$ cat src/insertion_sorter_top_defines.svh
// Assertion macros for the insertion sorter.
`ifndef INSERTION_SORTER_TOP_DEFINES_SVH
`define INSERTION_SORTER_TOP_DEFINES_SVH

`ifndef SYNTHESIS
// Same-cycle implication.
`define ISORT_ASSERT_NOW(label, ante, cons) \
    label: assert property (@(posedge aclk) disable iff (!aresetn) (ante) |-> (cons)) \
        else $error("insertion sorter check failed");
// Next-cycle implication.
`define ISORT_ASSERT_NEXT(label, ante, cons) \
    label: assert property (@(posedge aclk) disable iff (!aresetn) (ante) |=> (cons)) \
        else $error("insertion sorter check failed");
`else
`define ISORT_ASSERT_NOW(label, ante, cons)
`define ISORT_ASSERT_NEXT(label, ante, cons)
`endif

`endif

$ cat src/isort_pkg.sv
package isort_pkg;

    localparam int CAPACITY = 64;
    localparam int VALUE_W  = 32;

    localparam logic OP_LOAD  = 1'b0;
    localparam logic OP_FETCH = 1'b1;

    localparam logic [1:0] ST_OK    = 2'd0;
    localparam logic [1:0] ST_FULL  = 2'd1;
    localparam logic [1:0] ST_EMPTY = 2'd2;

    typedef struct packed {
        logic signed [VALUE_W-1:0] sorted_value;
        logic                      final_flag;
        logic [1:0]                status;
    } isort_result_t;

    // Broadcast to every cell of the row.
    typedef struct packed {
        logic insert;   // insert the broadcast value this cycle
        logic fetch;    // shift the row one place towards cell 0
        logic restart;  // treat the row as empty (load after a closed set)
    } isort_ctrl_t;

endpackage

$ cat src/isort_cell.sv
module isort_cell (
    input  logic                                aclk,
    input  logic                                aresetn,
    input  isort_pkg::isort_ctrl_t              ctrl,
    input  logic signed [isort_pkg::VALUE_W-1:0] new_value,
    input  logic signed [isort_pkg::VALUE_W-1:0] left_value,
    input  logic                                left_occ,
    input  logic                                left_gt,
    input  logic signed [isort_pkg::VALUE_W-1:0] right_value,
    input  logic                                right_occ,
    output logic signed [isort_pkg::VALUE_W-1:0] value,
    output logic                                occ,
    output logic                                occ_held,
    output logic                                gt
);

    logic signed [isort_pkg::VALUE_W-1:0] value_reg, value_next;
    logic                                 occ_reg, occ_next;

    // Occupancy as seen this cycle: a restart empties the whole row.
    assign occ      = occ_reg && !ctrl.restart;
    assign occ_held = occ_reg;
    assign value    = value_reg;
    // Strictly greater keeps equal values in arrival order.
    assign gt       = occ && (value_reg > new_value);

    always_comb begin
        value_next = value_reg;
        occ_next   = occ_reg;
        if (ctrl.insert) begin
            if (left_gt) begin
                value_next = left_value;
                occ_next   = 1'b1;
            end else if (gt || (!occ && left_occ)) begin
                value_next = new_value;
                occ_next   = 1'b1;
            end else begin
                occ_next   = occ;
            end
        end else if (ctrl.fetch) begin
            value_next = right_value;
            occ_next   = right_occ;
        end
    end

    always_ff @(posedge aclk) begin
        if (!aresetn) begin
            occ_reg <= 1'b0;
        end else begin
            occ_reg <= occ_next;
        end
        value_reg <= value_next;
    end

endmodule

$ cat config.mk
export PLATFORM = sky130hd
export DESIGN_NAME = isort_cell
export DESIGN_NICKNAME = d
export VERILOG_FILES = /design/src/insertion_sorter_top_defines.svh /design/src/isort_pkg.sv /design/src/isort_cell.sv
export SDC_FILE = /design/constraint.sdc
export NUM_CORES = 1
export LEC_CHECK = 0
export BUFFER_PORTS_ARGS = -buffer_cell sky130_fd_sc_hd__buf_2
export CAP_MARGIN = 20
export CORE_MARGIN = 1
export CORE_UTILIZATION = 40
export DETAILED_ROUTE_END_ITERATION = 10
export HOLD_SLACK_MARGIN = 0.08
export PLACE_DENSITY = 0.79
export SETUP_SLACK_MARGIN = 0.02
export SLEW_MARGIN = 20
export SYNTH_ARGS = -nofsm -noshare
export SYNTH_HDL_FRONTEND = slang
export SYNTH_SLANG_ARGS = --single-unit
export TNS_END_PERCENT = 50
$ cat constraint.sdc
create_clock -name aclk -period 9.7 [get_ports aclk]
set_clock_uncertainty 0.15 [all_clocks]
set_input_delay 0.97 -clock aclk [delete_from_list [all_inputs] [get_ports aclk]]
set_output_delay 0.97 -clock aclk [all_outputs]
set_load 0.02 [all_outputs]
## After elaboration in Yosys (flattened, before gate mapping)

Index checks and enable logic that the tools add are counted.

- Bits in registers: 33
- Input port bits: 104
- Output and inout bits: 35
- Word-level logic and storage cells: 20

- Order comparisons: 1
- Equality and inequality tests: 1
- Multiplexer cells: 8
- Reductions and logical operators: 8

Operators by type and width:

| cell | count |
|---|---|
| 32-bit two-way mux | 4 |
| 32-bit > comparator | 1 |
| 1-bit two-way mux | 4 |
| 1-bit logical AND | 3 |
| 3-bit by 1-bit inequality test with 1-bit output (second input constant) | 1 |
| 1-bit zero test | 2 |
| 2-bit AND reduction | 1 |
| 2-bit nonzero test | 1 |
| 1-bit logical OR | 1 |

## Depth between registers and ports, before layout

Gate-level depths: netlist (run 1).

- Word-level depth: 8
- Mapped depth: 8
- Depth with buffers taken out: 8

## Worst setup path before layout (run 1)

No wires, ideal clock.

- Kind: input to register
- Start: in new_value[23] in the netlist's numbering
- End: reg value_reg (netlist bit value[0]), enable pin
- Setup time: 441 ps
- Arrival: 4256 ps
- Data required time: 9109 ps
- Path slack: 4854 ps
- Cell stages on the path: 8
- Buffers on the path: 0
- Cells stage by stage: inv_1 > ha_1 > a21oi_2 > o21ai_1 > a221o_1 > a211o_1 > or3b_1 > a31oi_1

- Word-level cells in the longest chain between the ends: 5

RTL lines:

| item | line | RTL |
|---|---|---|
| start: declaration | isort_cell.sv:5 | `input logic signed [isort_pkg::VALUE_W-1:0] new_value,` |
| 32-bit > comparator | isort_cell.sv:25 | `assign gt = occ && (value_reg > new_value);` |
| 1-bit logical AND | isort_cell.sv:25 |  |
| 1-bit logical OR | isort_cell.sv:34 | `end else if (gt \|\| (!occ && left_occ)) begin` |
| 3-bit by 1-bit inequality test with 1-bit output (no source line) | -- |  |
| 2-bit AND reduction (no source line) | -- |  |
| end signal: assignment | isort_cell.sv:52 | `value_reg <= value_next;` |
| end: declaration | isort_cell.sv:17 | `logic signed [isort_pkg::VALUE_W-1:0] value_reg, value_next;` |

Every way passes these cells.
A chain may end at the register's enable or synchronous reset.

## Worst setup path after layout (run 1)

- Start: in new_value[23] in the netlist's numbering
- End: out gt

- Word-level cells in the longest chain between the ends: 2

RTL lines:

| item | line | RTL |
|---|---|---|
| 32-bit > comparator | isort_cell.sv:25 |  |
| 1-bit logical AND | isort_cell.sv:25 |  |
| end: declaration | isort_cell.sv:14 | `output logic gt` |

Every way passes these cells.

==> metrics.csv, run 1 <==
metric;value;unit
hold depth;3;
Worst Hold Class;flip-flop to flip-flop;
detailed placement HPWL;4930;microns
Ports;139;
Die Area;6580;sq um
post-synthesis sequential element count;33;
Chip Width;81.1;microns
outcome;finished, final reports clean;
Area growth syn-to-layout;35.2;%
vias in the first global route;2209;
CP delay by family, top;compound AO/OA/AOI/OAI gates;
CTS Hold Bufs;0;
Leak Pwr;1.77;nW
drt first pass iters;4;
DR vias;2375;
Critical-path top delay cell;or3b_1;
pre-CTS setup slack;5.51;ns
Reg clk slew, reported paths;0.07;ns
DRC errors left;0;
Tot GR Track Use;19.4;%
Levels on crit path;10;
Worst EP required;8.58;ns
Cell variety after synth;31;
count of warnings emitted by yosys;0;
Top cell by count, worst path;buf_2;
RSZ-0062 raised after global routing;false;
Initial Utilization;41.8;%
Hold Path Origin;occ_held;
DR WL/cell;13.0;microns
First DRT Iteration DRCs;49;
Top FF cell, synth;edfxtp_1;
share of cells above drive strength 1;37.7;%
post-route setup slack;5.63;ns
crit path kind;input pin to output pin;
Post-CTS Setup Repair Bufs;0;
net count of the finished layout;536;
final instance area;3380;sq um
Routed WL;6170;microns
antenna violations before repair;1;
routed vias/inst;4.99;
final core occ;56.5;%
PortBufs;138;
Die Ht;81.1;microns
Worst-Margin Slew;0.974;ns
Cell Area, Synth;2500;sq um
Syn Inst Count;264;
final setup violation count;0;
Slew headroom;35.1;%
maxcap violations;0;
first-pass GRT wire length;9610;microns
TritonCTS Buffers;5;
Setup crit start kind;input pin;
Avg Cell Area, Syn;9.48;sq um
Post-CTS Resized;0;
Fin Setup TNS;0;ns
Antenna Nets Post-Route;0;
clk root buf;clkbuf_8;
Critical Path End Type;output pin;
crit path buf inv count;3;
ys async rst share;0;%
crit-path cells;buf_2, inv_1, ha_1, a21oi_2, o21ai_1, a221o_1, a211o_1, or3b_1, nand2_1, buf_2;
reg2reg start;value[23];
# rows;28;
clk sinks;33;
CP startpoint;new_value[23];
final hold vios;0;
Congestion Overflow GR;0;
min cycle time layout;4.07;ns
part of the cycle the worst path needs;42.0;%
Worst IR Drop VDD;0.0734;mV
Seq/Total Area, Yosys;39.2;%
Worst Path Max Fanout;3;
Fmax achieved;0.245;GHz
CTS tree;built;
Slew Limit Fails;0;
CTS H-Tree Depth;2;
Core ar.;5990;sq um
reg2reg path depth;8;
max reg flops;32;
number of fill cells;568;
syn_nets;400;
clk_lat worst skew;0.28;ns
CP max stage delay;0.43;ns
WP data arrival;2.95;ns
Pwr per Cell Area;127;nW/um^2
CTS Buffer Depth;2;
diodes inserted;0;
GPL Wtd Cong;0.783;
placed cell area;3270;sq um
pin count of the biggest net entering global routing;68;
Post-synth EDFFs;32;
final cells by class:
| class | instances | area (sq um) | share of cell area, % |
|---|---|---|---|
| inverter | 33 | 124 | 3.66 |
| clock buffer | 7 | 96.3 | 2.85 |
| tap | 75 | 93.8 | 2.77 |
| multi-input combinational | 187 | 1370 | 40.5 |
| timing repair buffer | 140 | 713 | 21.1 |
| clock inverter | 1 | 5.00 | 0.148 |
| sequential | 33 | 981 | 29.0 |
synthesized netlist by cell type (2+ instances only):
cell type	instances	area [sq um]
o211ai_1	2	15.0
nand2_1	7	26.3
nand3_1	4	20.0
inv_1	33	124
buf_1	4	15.0
nor2b_1	2	12.5
ha_1	32	400
a21o_1	2	15.0
nor2_1	35	131
a21oi_1	45	225
nor4_1	2	12.5
nand2b_1	2	12.5
nand4_1	6	37.5
edfxtp_1	32	961
a211o_1	2	17.5
mux2i_1	32	320
clkbuf_1	6	22.5
a31oi_1	2	12.5
a221o_1	2	20.0
metrics by stage:
step | hold slack, ns | power (mW) | std cells
after floorplan | 0.700 | 0.265 | 264
after global placement | 0.560 | 0.313 | 467
after detailed placement | 0.581 | 0.317 | 467
after CTS | 0.597 | 0.433 | 475
after global routing | 0.654 | 0.457 | 476
final | 0.595 | 0.430 | 476
per-layer routing:
metal	vias to the layer above	track usage (%)	part of all wire, %	wire, microns
met2	88	34.5	49	3010
met1	1051	22.3	43	2630
li1	1224	-	-	-
met4	2	5.54	1.3	83
met5	-	0	0.16	10
met3	10	5.96	7.1	439
report_power, final:
part,total [mW],internal [mW],switching [mW]
logic,0.132,0.0571,0.0752
registers,0.183,0.175,0.00789
clock network,0.115,0.0642,0.0512
worst min-delay path: cells and delay by family (launching register included):
| kind | cells | cell delay, ns |
|---|---|---|
| and+or+nand+nor | 1 | 0.10 |
| buffers and inverters | 1 | 0.10 |
| AOI/OAI and AO/OA | 1 | 0.16 |
| DFF | 1 | 0.35 |
path summary, 6_finish.rpt:
path / end / slack, ns
worst max register to register: value[12] / 6.39
worst min register to register: occ_held / 0.60
worst min-delay path: occ_held / 0.60
worst max-delay path: gt / 5.63
cell usage in the layout (no fill, tap or decap), types with 2 or more instances in the layout:
cell type and n:
a211o_1 2, edfxtp_1 32, nand2b_1 2, clkbuf_8 7
nand4_1 6, o211ai_1 2, ha_1 32, a221o_1 2
nor2_1 35, buf_2 138, a21o_1 2, a21oi_1 45
nor4_1 2, mux2i_1 32, nand3_1 4, nand2_1 7
nor2b_1 2, inv_1 33
cell families (layout without fill, tap and decap cells):
family	Yosys count	count (layout)	share of synthesized area [%]
flip-flops	33	33	39.2
AO/OA/AOI/OAI	62	62	14.3
buffers and inverters	44	181	6.65
AND/OR/NAND/NOR	61	61	11.0
adder cells (fa/ha/maj)	32	32	16.0
multiplexers	32	32	12.8
No activity file was read; power rests on OpenSTA's default activity.
==> run 2: changes to the inputs <==
- PLACE_DENSITY: 0.79 -> 0.82
- clock period: 9.7 -> 3.3 ns (I/O delays scaled with it)
==> run 2 against run 1 <==
  * Clock-buffer cell count decreased by 2
  * Critical endpoint unchanged
  * Worst hold slack got worse by 0.45 ns
  * Setup slack lost 5.4 ns
  * Via count increased by 0.76%
  * Total power rose to 2.8 times the previous value
  * Critical path type is now flip-flop to output pin
  * Combinational power grew to 2.9 times the previous value
  * Core utilization fell by 0.21 points
  * Final cell count is 0.42% higher
==> metrics.csv, run 2 (same netlist as run 1, synthesis figures left out) <==
metric;value;unit;change
Fmax achieved;0.329;GHz;
most frequent cells in the layout;138 x buf_2, 45 x a21oi_1, 35 x nor2_1;;unchanged
commonest non-fill, non-tap cell in the layout;buf_2;;unchanged
Congestion Overflow GR;0;;unchanged
Ports;139;;unchanged
post-route setup slack;0.262;ns;was 5.63 ns
Initial Utilization;41.8;%;unchanged
Critical Path End Type;output pin;;unchanged
reg2reg path depth;8;;unchanged
Placed Cells;470;;was 467
WP data arrival;2.56;ns;was 2.95 ns
final hold vios;0;;unchanged
vias in the first global route;2297;;was 2209
Chip Width;81.1;microns;unchanged
min cycle time layout;3.04;ns;
Reg clk slew, reported paths;0.07;ns;about the same
net count of the finished layout;538;;was 536
DRC errors left;0;;unchanged
TritonCTS Buffers;5;;unchanged
GR met1 Demand/Resource;24.6;%;was 22.3%
Leak Pwr;1.77;nW;about the same
met2 usage;36.7;%;was 34.5%
Worst Hold Class;input pin to flip-flop;;was flip-flop to flip-flop
Area growth syn-to-layout;34.7;%;was 35.2%
DR vias;2393;;was 2375
Setup crit start kind;flip-flop;;was input pin
Worst-Margin Slew;0.596;ns;was 0.974 ns
share of cells above drive strength 1;37.5;%;was 37.7%
hold depth;2;;was 3
CTS Hold Bufs;0;;unchanged
diodes inserted;0;;unchanged
final setup violation count;0;;unchanged
Tot GR Track Use;20.4;%;was 19.4%
Routed WL;6330;microns;was 6170 microns
Worst EP required;2.82;ns;was 8.58 ns
Slew Limit Fails;0;;unchanged
PortBufs;138;;unchanged
Post-CTS Resized;0;;unchanged
Fin Setup TNS;0;ns;unchanged
met3 Usage GRT;3.48;%;was 5.96%
maxcap violations;0;;unchanged
Post-CTS Setup Repair Bufs;0;;unchanged
clk sinks;33;;unchanged
CTS tree;built;;unchanged
antenna violations before repair;0;;was 1
detailed placement HPWL;5200;microns;was 4930 microns
Core ar.;5990;sq um;unchanged
number of fill cells;570;;was 568
CTS Buffer Depth;2;;unchanged
Die Ht;81.1;microns;unchanged
crit path kind;flip-flop to output pin;;was input pin to output pin
Slew headroom;60.3;%;was 35.1%
GPL Wtd Cong;0.742;;was 0.783
Sequential Area;981;sq um;unchanged
clk root buf;clkbuf_8;;unchanged
outcome;finished, final reports clean;;unchanged
pre-CTS setup slack;0.252;ns;was 5.51 ns
first-pass GRT wire length;10100;microns;was 9610 microns
# rows;28;;unchanged
First DRT Iteration DRCs;62;;was 49
area occupied by multi-input gates;1370;sq um;unchanged
Worst Path Max Fanout;2;;was 3
drt first pass iters;4;;unchanged
Pwr per Cell Area;359;nW/um^2;was 127 nW/um^2
part of the cycle the worst path needs;92.1;%;
clk_lat worst skew;0.28;ns;about the same
DR WL/cell;13.2;microns;was 13.0 microns
pin count of the biggest net entering global routing;36;;was 68
routed vias/inst;5.01;;was 4.99
Antenna Nets Post-Route;0;;unchanged
max reg flops;32;;unchanged
Die Area;6580;sq um;unchanged
layer with the highest usage;met2;;unchanged
Worst IR Drop VDD;0.264;mV;was 0.0734 mV
Final Instance Count excl. Fillers;478;;was 476
CTS H-Tree Depth;2;;unchanged
RSZ-0062 raised after global routing;false;;unchanged
## run 2: cell types whose count changed in the layout (fill, tap and decap cells not counted)
cell	change
buf_4	+3
buf_8	-1
clkbuf_8	-2
clkinv_1	+2
## run 2: cell type report
class	instances	share of cell area, %
clock inverter	3	0.371
multi-input combinational	187	40.6
timing repair buffer	142	21.4
clock buffer	5	2.04
tap	75	2.78
sequential	33	29.1
inverter	33	3.67
## run 2: metrics by stage
step	power (mW)	hold WS [ns]	util, %	cell area, sq um
finish	1.21	0.145	56.3	3370
CTS	1.22	0.137	56.3	3370
global route	1.29	0.129	56.3	3370
detailed placement	0.937	0.442	54.9	3290
floorplan	0.779	0.311	-	2520
global placement	0.922	0.428	54.9	3290
## run 2: critical path, stage by stage, from the launching register on
cell and delay (ns):
edfxtp_1 0.41, ha_1 0.34, a21oi_1 0.17, o21ai_1 0.10, a221o_1 0.35, a211o_1 0.24
or3b_1 0.43, nand2_1 0.08, buf_2 0.17
## run 2: final timing paths
path	from	end	slack (ns)
setup / recovery	value[21]	gt	0.26
hold / removal	aresetn	occ_held	0.15
setup reg to reg	value[21]	value[18]	0.29
hold reg to reg	occ_held	occ_held	0.59
## run 2: power breakdown
group	switching, mW	internal (mW)	total (mW)
logic	0.220	0.167	0.386
registers	0.0243	0.514	0.538
clock network	0.143	0.142	0.285
## run 2: routing by layer
| layer | up-vias | wire [microns] |
|---|---|---|
| li1 | 1222 | - |
| met1 | 1072 | 2730 |
| met2 | 89 | 3160 |
| met3 | 10 | 354 |
| met4 | 0 | 78 |
| met5 | - | 0 |
