`config.mk`:
```
export PLATFORM = sky130hd
export DESIGN_NAME = isort_obuf
export DESIGN_NICKNAME = d
export VERILOG_FILES = /design/src/insertion_sorter_top_defines.svh /design/src/isort_pkg.sv /design/src/isort_obuf.sv
export SDC_FILE = /design/constraint.sdc
export NUM_CORES = 1
export LEC_CHECK = 0
export BUFFER_PORTS_ARGS = -buffer_cell sky130_fd_sc_hd__buf_2
export CAP_MARGIN = 25
export CORE_MARGIN = 2
export CORE_UTILIZATION = 47
export DETAILED_ROUTE_END_ITERATION = 6
export PLACE_DENSITY = 0.75
export SETUP_SLACK_MARGIN = 0.1
export SLEW_MARGIN = 0
export SYNTH_ARGS = -nofsm -noshare
export SYNTH_HDL_FRONTEND = slang
export SYNTH_SLANG_ARGS = --single-unit
```
`constraint.sdc`:
```
create_clock -name aclk -period 3.3 [get_ports aclk]
set_input_delay 0.33 -clock aclk [delete_from_list [all_inputs] [get_ports aclk]]
set_output_delay 0.33 -clock aclk [all_outputs]
set_load 0.02 [all_outputs]
```
`src/insertion_sorter_top_defines.svh`:
```
// Assertion macros for the insertion sorter.
`ifndef INSERTION_SORTER_TOP_DEFINES_SVH
`define INSERTION_SORTER_TOP_DEFINES_SVH

`ifndef SYNTHESIS
// Same-cycle implication.
`define ISORT_ASSERT_NOW(label, ante, cons) \
    label: assert property (@(posedge aclk) disable iff (!aresetn) (ante) |-> (cons)) \
        else $error("insertion sorter check failed");
// Next-cycle implication.
`define ISORT_ASSERT_NEXT(label, ante, cons) \
    label: assert property (@(posedge aclk) disable iff (!aresetn) (ante) |=> (cons)) \
        else $error("insertion sorter check failed");
`else
`define ISORT_ASSERT_NOW(label, ante, cons)
`define ISORT_ASSERT_NEXT(label, ante, cons)
`endif

`endif

```
`src/isort_pkg.sv`:
```
package isort_pkg;

    localparam int CAPACITY = 64;
    localparam int VALUE_W  = 32;

    localparam logic OP_LOAD  = 1'b0;
    localparam logic OP_FETCH = 1'b1;

    localparam logic [1:0] ST_OK    = 2'd0;
    localparam logic [1:0] ST_FULL  = 2'd1;
    localparam logic [1:0] ST_EMPTY = 2'd2;

    typedef struct packed {
        logic signed [VALUE_W-1:0] sorted_value;
        logic                      final_flag;
        logic [1:0]                status;
    } isort_result_t;

    // Broadcast to every cell of the row.
    typedef struct packed {
        logic insert;   // insert the broadcast value this cycle
        logic fetch;    // shift the row one place towards cell 0
        logic restart;  // treat the row as empty (load after a closed set)
    } isort_ctrl_t;

endpackage

```
`src/isort_obuf.sv`:
```
module isort_obuf (
    input  logic                     aclk,
    input  logic                     aresetn,
    input  logic                     push,
    input  isort_pkg::isort_result_t push_data,
    output logic                     room,
    output logic                     out_valid,
    input  logic                     out_ready,
    output isort_pkg::isort_result_t out_data
);

    isort_pkg::isort_result_t head_reg, head_next;
    isort_pkg::isort_result_t tail_reg, tail_next;
    logic [1:0]               count_reg, count_next;
    logic                     pop;

    assign out_valid = (count_reg != 2'd0);
    assign out_data  = head_reg;
    assign room      = (count_reg != 2'd2);
    assign pop       = out_valid && out_ready;

    always_comb begin
        head_next  = head_reg;
        tail_next  = tail_reg;
        count_next = count_reg;
        if (push && !pop) begin
            if (count_reg == 2'd0) begin
                head_next = push_data;
            end else begin
                tail_next = push_data;
            end
            count_next = count_reg + 2'd1;
        end else if (pop && !push) begin
            head_next  = tail_reg;
            count_next = count_reg - 2'd1;
        end else if (push && pop) begin
            // Push is only offered with room, so the queue holds one item here.
            head_next = push_data;
        end
    end

    always_ff @(posedge aclk) begin
        if (!aresetn) begin
            count_reg <= 2'd0;
        end else begin
            count_reg <= count_next;
        end
        head_reg <= head_next;
        tail_reg <= tail_next;
    end

endmodule

```
* Yosys cells after proc, flatten, opt, wreduce, memory -nomap -nowiden
Index checks and enable logic that the tools add are counted.
** Storage, ports and cells
- Register bits after elaboration :: 72
- Input bits :: 39
- Output and inout port bits :: 37
- Word-level logic and storage cells :: 30
** Cells by class
- $add $sub $neg :: 2
- Equal/unequal tests :: 2
- Multiplexer cells :: 6
- Bitwise logic cells :: 1
- Reduce and logical (&&, ||, !) cells :: 12
** Operators with widths (count)
- $mux 35 :: 4
- $logic_and 1x1->1 :: 4
- $mux 2 :: 2
- $reduce_and 2->1 :: 2
- $reduce_bool 2->1 :: 2
- $reduce_bool 3->1 :: 1
- $add 2x1->2 const B :: 1
- $logic_not 1->1 :: 2
- $logic_not 2->1 :: 1
- $ne 2x1->1 const B :: 1
- $ne 2x2->1 const B :: 1
- $sub 2x1->2 const B :: 1
- $not 1->1 :: 1

* Depth between registers and ports, before layout
Gate-level depths: netlist of run 1.
- Depth after elaboration :: 6
- Mapped depth :: 7
- Depth with buffers taken out :: 5

* Worst setup path before layout of run 1
Ideal clock, no wire load.
- Kind :: register to register
- From :: register count_reg[0]
- To :: register head_reg, in the netlist out_data[0] (enable)
- Setup time :: 0.476 ns
- Data arrival time :: 3.098 ns
- Data required time :: 2.824 ns
- Setup slack :: -0.274 ns
- Cell stages (with the launch flop) :: 4
- Path buffers :: 0
- Period minus slack after synthesis :: 3.574 ns
- Path through :: dfxtp_1 -> nor2_1 -> inv_1 -> o21ai_0
** Between the ends
- Word-level cells in the longest chain between the ends :: 6
- Elaborated cells on any way between the ends :: 10
- Classes of those cells :: 1 x eq/ne; 9 x reduce/logical
** RTL lines
- start: declaration :: RTL line isort_obuf.sv:14 : logic [1:0] count_reg, count_next;
- start signal: assignment :: RTL line isort_obuf.sv:46 : count_reg <= count_next;
- $reduce_bool 2->1 * :: RTL line isort_obuf.sv:17 : assign out_valid = (count_reg != 2'd0);
- named net out_valid :: RTL line isort_obuf.sv:7 : output logic out_valid,
- $logic_and 1x1->1 * :: RTL line isort_obuf.sv:20 : assign pop = out_valid && out_ready;
- $logic_not 1->1 :: RTL line isort_obuf.sv:26 : if (push && !pop) begin
- $logic_and 1x1->1 :: RTL line isort_obuf.sv:26
- $ne 2x1->1 (no source line) / $reduce_bool 3->1 (equally long branches)
- $reduce_and 2->1 (no source line) *
- end signal: assignment :: RTL line isort_obuf.sv:48 : head_reg <= head_next;
- end: declaration :: RTL line isort_obuf.sv:12 : isort_pkg::isort_result_t head_reg, head_next;
Mark *: on every way through the listed nets, which the timed path passes. The rest lies on a longest branch.
A chain may end at the register's enable or synchronous reset.

==> flow_metrics.env, run 1 <==
export IMPL_netlist_instances=128
export IMPL_synth_common_cells="edfxtp_1 (70), mux2_4 (30), mux2_2 (5)"
export IMPL_clock_tree_buffer_depth=2
export IMPL_slew_violations=0
export IMPL_skew_ps=3.82
export IMPL_fmax_ghz=0.423
export IMPL_htree_levels=3
export IMPL_initial_core_util_pct=48.1
export IMPL_rr_worst_depth=5
export IMPL_grt_pass1_vias=1343
export IMPL_dieHeight_um=81.6
export IMPL_drtAntennaViolNets=0
export IMPL_hold_viol=0
export IMPL_endpoint_kind="flop"
export IMPL_wl_per_cell_um=15.0
export IMPL_critPathLaunchType="flop"
export IMPL_maxCapViolations=0
export IMPL_die_area_mm2=0.00666
export IMPL_ys_ff_latch=72
export IMPL_synthTopCellsByArea="edfxtp_1 (74%), mux2_4 (16%), buf_12 (2.1%), mux2_2 (2.0%), dfxtp_1 (1.4%)"
export IMPL_grt_max_degree=31
export IMPL_diodes=0
export IMPL_vias=1395
export IMPL_cts_sinks=72
export IMPL_outcome="completed"
export IMPL_whs_ps=191
export IMPL_async_flop_share_pct=0
export IMPL_syn_area_mm2=0.00283
export IMPL_drive_gt1_share_pct=58.4
export IMPL_utilization_pct=59.5
export IMPL_finalSetupViolCount=0
export IMPL_slew_headroom_pct=62.9
export IMPL_placementRows=28
export IMPL_worst_ep_required_time_ps=3380
export IMPL_critical_path_class="flop to flop"
export IMPL_worstHoldEndpoint="tail_reg[28]"
export IMPL_first_iter_violations=96
export IMPL_holdCritStartpoint="push_data[28]"
export IMPL_r2r_end="out_data[32]"
export IMPL_core_mm2=0.00589
export IMPL_synth_distinct_cells=17
export IMPL_post_place_ws_ps=891
export IMPL_worst_pin_slew_ps=556
export IMPL_power_leakage_nw=1.39
export IMPL_synth_most_common_cell="edfxtp_1"
export IMPL_cts_tree="built"
export IMPL_synth_nets=169
export IMPL_design_power_total_mw=3.03
export IMPL_cts_root_buf="clkbuf_8"
export IMPL_first_pass_iters=5
export IMPL_rsz0062_at_grt="false"
export IMPL_area_growth_pct=23.6
export IMPL_grt_ovfl_total=0
export IMPL_antenna_found_initial=0
export IMPL_ys_seq_area_share_pct=75.7
export IMPL_synth_warnings=0
export IMPL_arrival_ps=2440
export IMPL_yosysTopAreaCell="edfxtp_1"
export IMPL_pwr_density_cell_mw_per_mm2=867
export IMPL_clock_latency_ps=320
export IMPL_post_synth_top_area_fraction_pct=74.2
export IMPL_hp_class="primary input to flop"
export IMPL_fin_setup_tns_ps=0
export IMPL_io_pins=76
export IMPL_cts_setup_buffers=0
export IMPL_grt_pass1_wl_mm=6.43
export IMPL_whs_path_depth=1
export IMPL_gp_congestion=0.716
export IMPL_grt_usage_pct=13.6
export IMPL_nets=255
export IMPL_clk_pin_slew_ps=70
export IMPL_period_share_pct=71.6
export IMPL_peakVddDrop_v=0.000608
export IMPL_fp_dieW_um=81.6
export IMPL_drc_errors=0
export IMPL_cts_buffers=9
export IMPL_synth_flop_cell="edfxtp_1"
export IMPL_crit_fanout=16
export IMPL_cts_resized=0
export IMPL_ff2ff_setup_slack_ps=940
export IMPL_hold_buffers=0
export IMPL_r2r_start="count_reg[0]"
export IMPL_dp_hpwl_mm=3.13
export IMPL_synth_avg_cell_area_um2=22.1
export IMPL_io_buffers=75
export IMPL_synth_edf_count=70
export IMPL_fin_crit_ps=2360
export IMPL_vias_per_cell=4.74
export IMPL_routed_wl_mm=4.42
export IMPL_finalWorstSetupSlack_ps=938
-- cells by family (layout without fill, tap and decap cells) --
| family | after synthesis | count (layout) | share of synthesized area [%] |
|---|---|---|---|
| buf+inv | 7 | 98 | 2.92 |
| mux | 35 | 35 | 17.9 |
| fa+ha+maj | 2 | 2 | 0.884 |
| flops | 72 | 72 | 75.7 |
| simple gates | 6 | 6 | 1.24 |
| xor+xnor | 2 | 2 | 0.619 |
| compound gates | 4 | 4 | 0.795 |
-- metrics by stage --
stage,instance area (um^2),std cells
2_1_floorplan,2830,128
3_3_place_gp,3280,277
3_5_place_dp,3300,278
4_1_cts,3500,294
5_1_grt,3500,294
6_report,3500,294
-- routing by layer --
layer,up-vias,wire [um],track usage [%],part of all wire [%]
li1,668,-,-,-
met1,679,1910,16.5,43
met2,44,2200,21.5,50
met3,4,291,5.49,6.6
met4,0,29,6.00,0.66
met5,-,0,0,0
-- where the power goes --
part,internal (mW),switching [mW],total [mW]
Clock,0.419,0.292,0.711
Combinational,0.309,0.558,0.867
Sequential,1.38,0.0741,1.46
-- layout by cell type (no fill, tap or decap), types with 2 or more instances in the layout --
cell,netlist,final
o21ai_0,3,2
clkbuf_1,0,2
edfxtp_1,70,70
ha_1,2,2
clkinv_1,0,3
mux2_2,5,5
buf_4,0,3
bufinv_16,0,2
clkbuf_8,0,9
nor2b_4,0,2
dfxtp_1,2,2
mux2_4,30,30
buf_2,0,75
inv_1,3,3
-- critical path, stage by stage, from the launching register on --
cell and delay [ps]:
dfxtp_1 400, o21ai_0 220, ha_1 320, nor2b_4 480, buf_4 330, mux2_2 350
-- worst max path at each step --
stage	start	end	slack, ps	depth (start not counted)
detailed placement	count_reg[0]	out_data[32]	890	5
global route	count_reg[0]	out_data[32]	800	5
finish	count_reg[0]	out_data[32]	940	5
CTS	count_reg[0]	out_data[32]	890	5
global placement	count_reg[0]	out_data[32]	970	5
floorplan	count_reg[0]	tail_reg[0]	450	3
-- layout make-up --
cell class	count	area [um^2]
clock buffers	11	131
clock inverters	5	71.3
fillers	473	2380
inverters	3	11.3
multi-input cells	49	633
flip-flops and latches	72	2140
well taps	75	93.8
repair buffers	79	418
Note: power is estimated with default switching activity, not from simulation.
==> run 2, diff against run 1 <==
CORE_UTILIZATION = 52   (was 47)
PLACE_DENSITY = 0.79   (was 0.75)
clock period = 2.2 ns   (was 3.3 ns; I/O delays follow)
==> run 2 against run 1 <==
  * Clock power rose by 14%
  * Final cell count is 2.4% lower
  * Via count down 0.57%
  * Die area down 9.2%
  * Hold slack worse by 110 ps
  * Critical path depth is the same
  * Clock skew is 1.1 ps higher
  * Critical path type unchanged
==> flow_metrics.env, run 2 (synthesis results as in run 1) <==
export IMPL_core_mm2=0.00517
export IMPL_p_sw_mw=1.36
export IMPL_skew_ps=4.87
export IMPL_crit_fanout=35
export IMPL_arrival_ps=1990
export IMPL_dieHeight_um=77.8
export IMPL_dp_hpwl_mm=3.00
export IMPL_period_share_pct=87.4
export IMPL_most_common_layout_cells="buf_2 (75), edfxtp_1 (70), mux2_4 (30)"
export IMPL_io_pins=76
export IMPL_swShare_pct=31.6
export IMPL_seqPwrFrac_pct=50.8
export IMPL_worst_ep_required_time_ps=2270
export IMPL_gp_congestion=0.770
export IMPL_fp_dieW_um=77.8
export IMPL_grt_max_degree=36
export IMPL_fmax_ghz=0.520
export IMPL_power_leakage_nw=1.37
export IMPL_ff2ff_setup_slack_ps=280
export IMPL_grt_pass1_vias=1394
export IMPL_area_growth_pct=21.8
export IMPL_grt_ovfl_total=0
export IMPL_worst_pin_slew_ps=493
export IMPL_final_common_cell="buf_2"
export IMPL_fin_crit_ps=1920
export IMPL_rr_worst_depth=5
export IMPL_antenna_found_initial=0
export IMPL_wl_per_cell_um=15.1
export IMPL_hold_buffers=0
export IMPL_maxCapViolations=0
export IMPL_htree_levels=3
export IMPL_finalSetupViolCount=0
export IMPL_drtAntennaViolNets=0
export IMPL_combPwrFrac_pct=30.4
export IMPL_io_buffers=75
export IMPL_cts_resized=0
export IMPL_setup_worst_path_end="out_data[29]"
export IMPL_cts_buffers=9
export IMPL_cts_sinks=72
export IMPL_utilization_pct=66.7
export IMPL_clock_tree_buffer_depth=2
export IMPL_first_iter_violations=136
export IMPL_internal_power_mw=2.94
export IMPL_cts_setup_buffers=0
export IMPL_vias_per_cell=4.83
export IMPL_rsz0062_at_grt="false"
export IMPL_hp_class="primary input to flop"
export IMPL_critical_path_class="flop to flop"
export IMPL_pwr_density_cell_mw_per_mm2=1250
export IMPL_nets=255
export IMPL_clockPowerShare_pct=18.8
export IMPL_grt_usage_pct=14.9
export IMPL_grt_pass1_wl_mm=6.64
export IMPL_fin_setup_tns_ps=0
export IMPL_clock_latency_ps=320
export IMPL_drc_errors=0
export IMPL_outcome="completed"
export IMPL_hold_viol=0
export IMPL_drive_gt1_share_pct=58.5
export IMPL_placementRows=26
export IMPL_first_pass_iters=4
export IMPL_critPathLaunchType="flop"
export IMPL_fillers=348
export IMPL_vias=1387
export IMPL_r2r_end="out_data[29]"
export IMPL_peakVddDrop_v=0.000958
export IMPL_cts_root_buf="clkbuf_8"
export IMPL_design_power_total_mw=4.30
export IMPL_diodes=0
export IMPL_slew_headroom_pct=67.0
export IMPL_routed_wl_mm=4.34
export IMPL_slew_violations=0
export IMPL_r2r_start="count_reg[0]"
export IMPL_clk_pin_slew_ps=70
export IMPL_die_area_mm2=0.00605
export IMPL_endpoint_kind="flop"
export IMPL_initial_core_util_pct=54.7
export IMPL_cts_tree="built"
export IMPL_critPathLaunch="count_reg[0]"
run 2: cell count changes in the layout (fill, tap and decap cells not counted), sizes merged:
cell | before | now
clkinv | 3 | 2
clkbuf | 11 | 12
bufinv | 2 | 0
run 2: layout make-up:
class	count	area [um^2]	share of cell area (%)
multi-input cells	49	633	18.4
flip-flops and latches	72	2140	62.1
clock inverters	2	8.76	0.254
inverters	3	11.3	0.327
clock buffers	12	135	3.92
repair buffers	79	430	12.5
well taps	70	87.6	2.54
run 2: worst min path at each step:
stage	from	end	slack [ps]	depth (start not counted)
2_1_floorplan	push_data[0]	tail_reg[0]	320	0
3_3_place_gp	push_data[29]	tail_reg[29]	410	1
3_5_place_dp	push_data[9]	tail_reg[9]	410	1
4_1_cts	push_data[11]	tail_reg[11]	70	1
5_1_grt	push_data[4]	tail_reg[4]	70	1
6_report	push_data[9]	tail_reg[9]	80	1
run 2: power groups by stage:
stage | clock (mW) | combinational [mW] | sequential (mW)
2_1_floorplan | 0 | 0.544 | 2.54
3_3_place_gp | 0 | 1.31 | 2.20
3_5_place_dp | 0 | 1.33 | 2.22
4_1_cts | 0.833 | 1.33 | 2.19
5_1_grt | 0.905 | 1.39 | 2.23
6_report | 0.807 | 1.31 | 2.19
run 2: stage by stage:
stage / instances / worst slack, ps / cell area, um^2 / hold WS, ps
final: 287 / 278 / 3450 / 80.5
after global routing: 287 / 193 / 3450 / 69.5
after CTS: 287 / 177 / 3450 / 68.1
after detailed placement: 273 / 182 / 3300 / 415
after global placement: 273 / 284 / 3300 / 414
after floorplan: 128 / 111 / 2840 / 319
run 2: worst max-delay path: stages (launching register included):
cell and delay, ps:
dfxtp_1 410, o21ai_1 170, ha_1 290, nor2b_4 150
buf_12 260, mux2_2 370
run 2: routing by layer:
layer  global-route usage, %  part of all wire (%)  wire length, um
met1                    18.4                    43             1860
met2                    23.8                    49             2120
met3                    3.37                   6.1              265
met4                    9.11                   1.9               84
met5                       0                     0                0
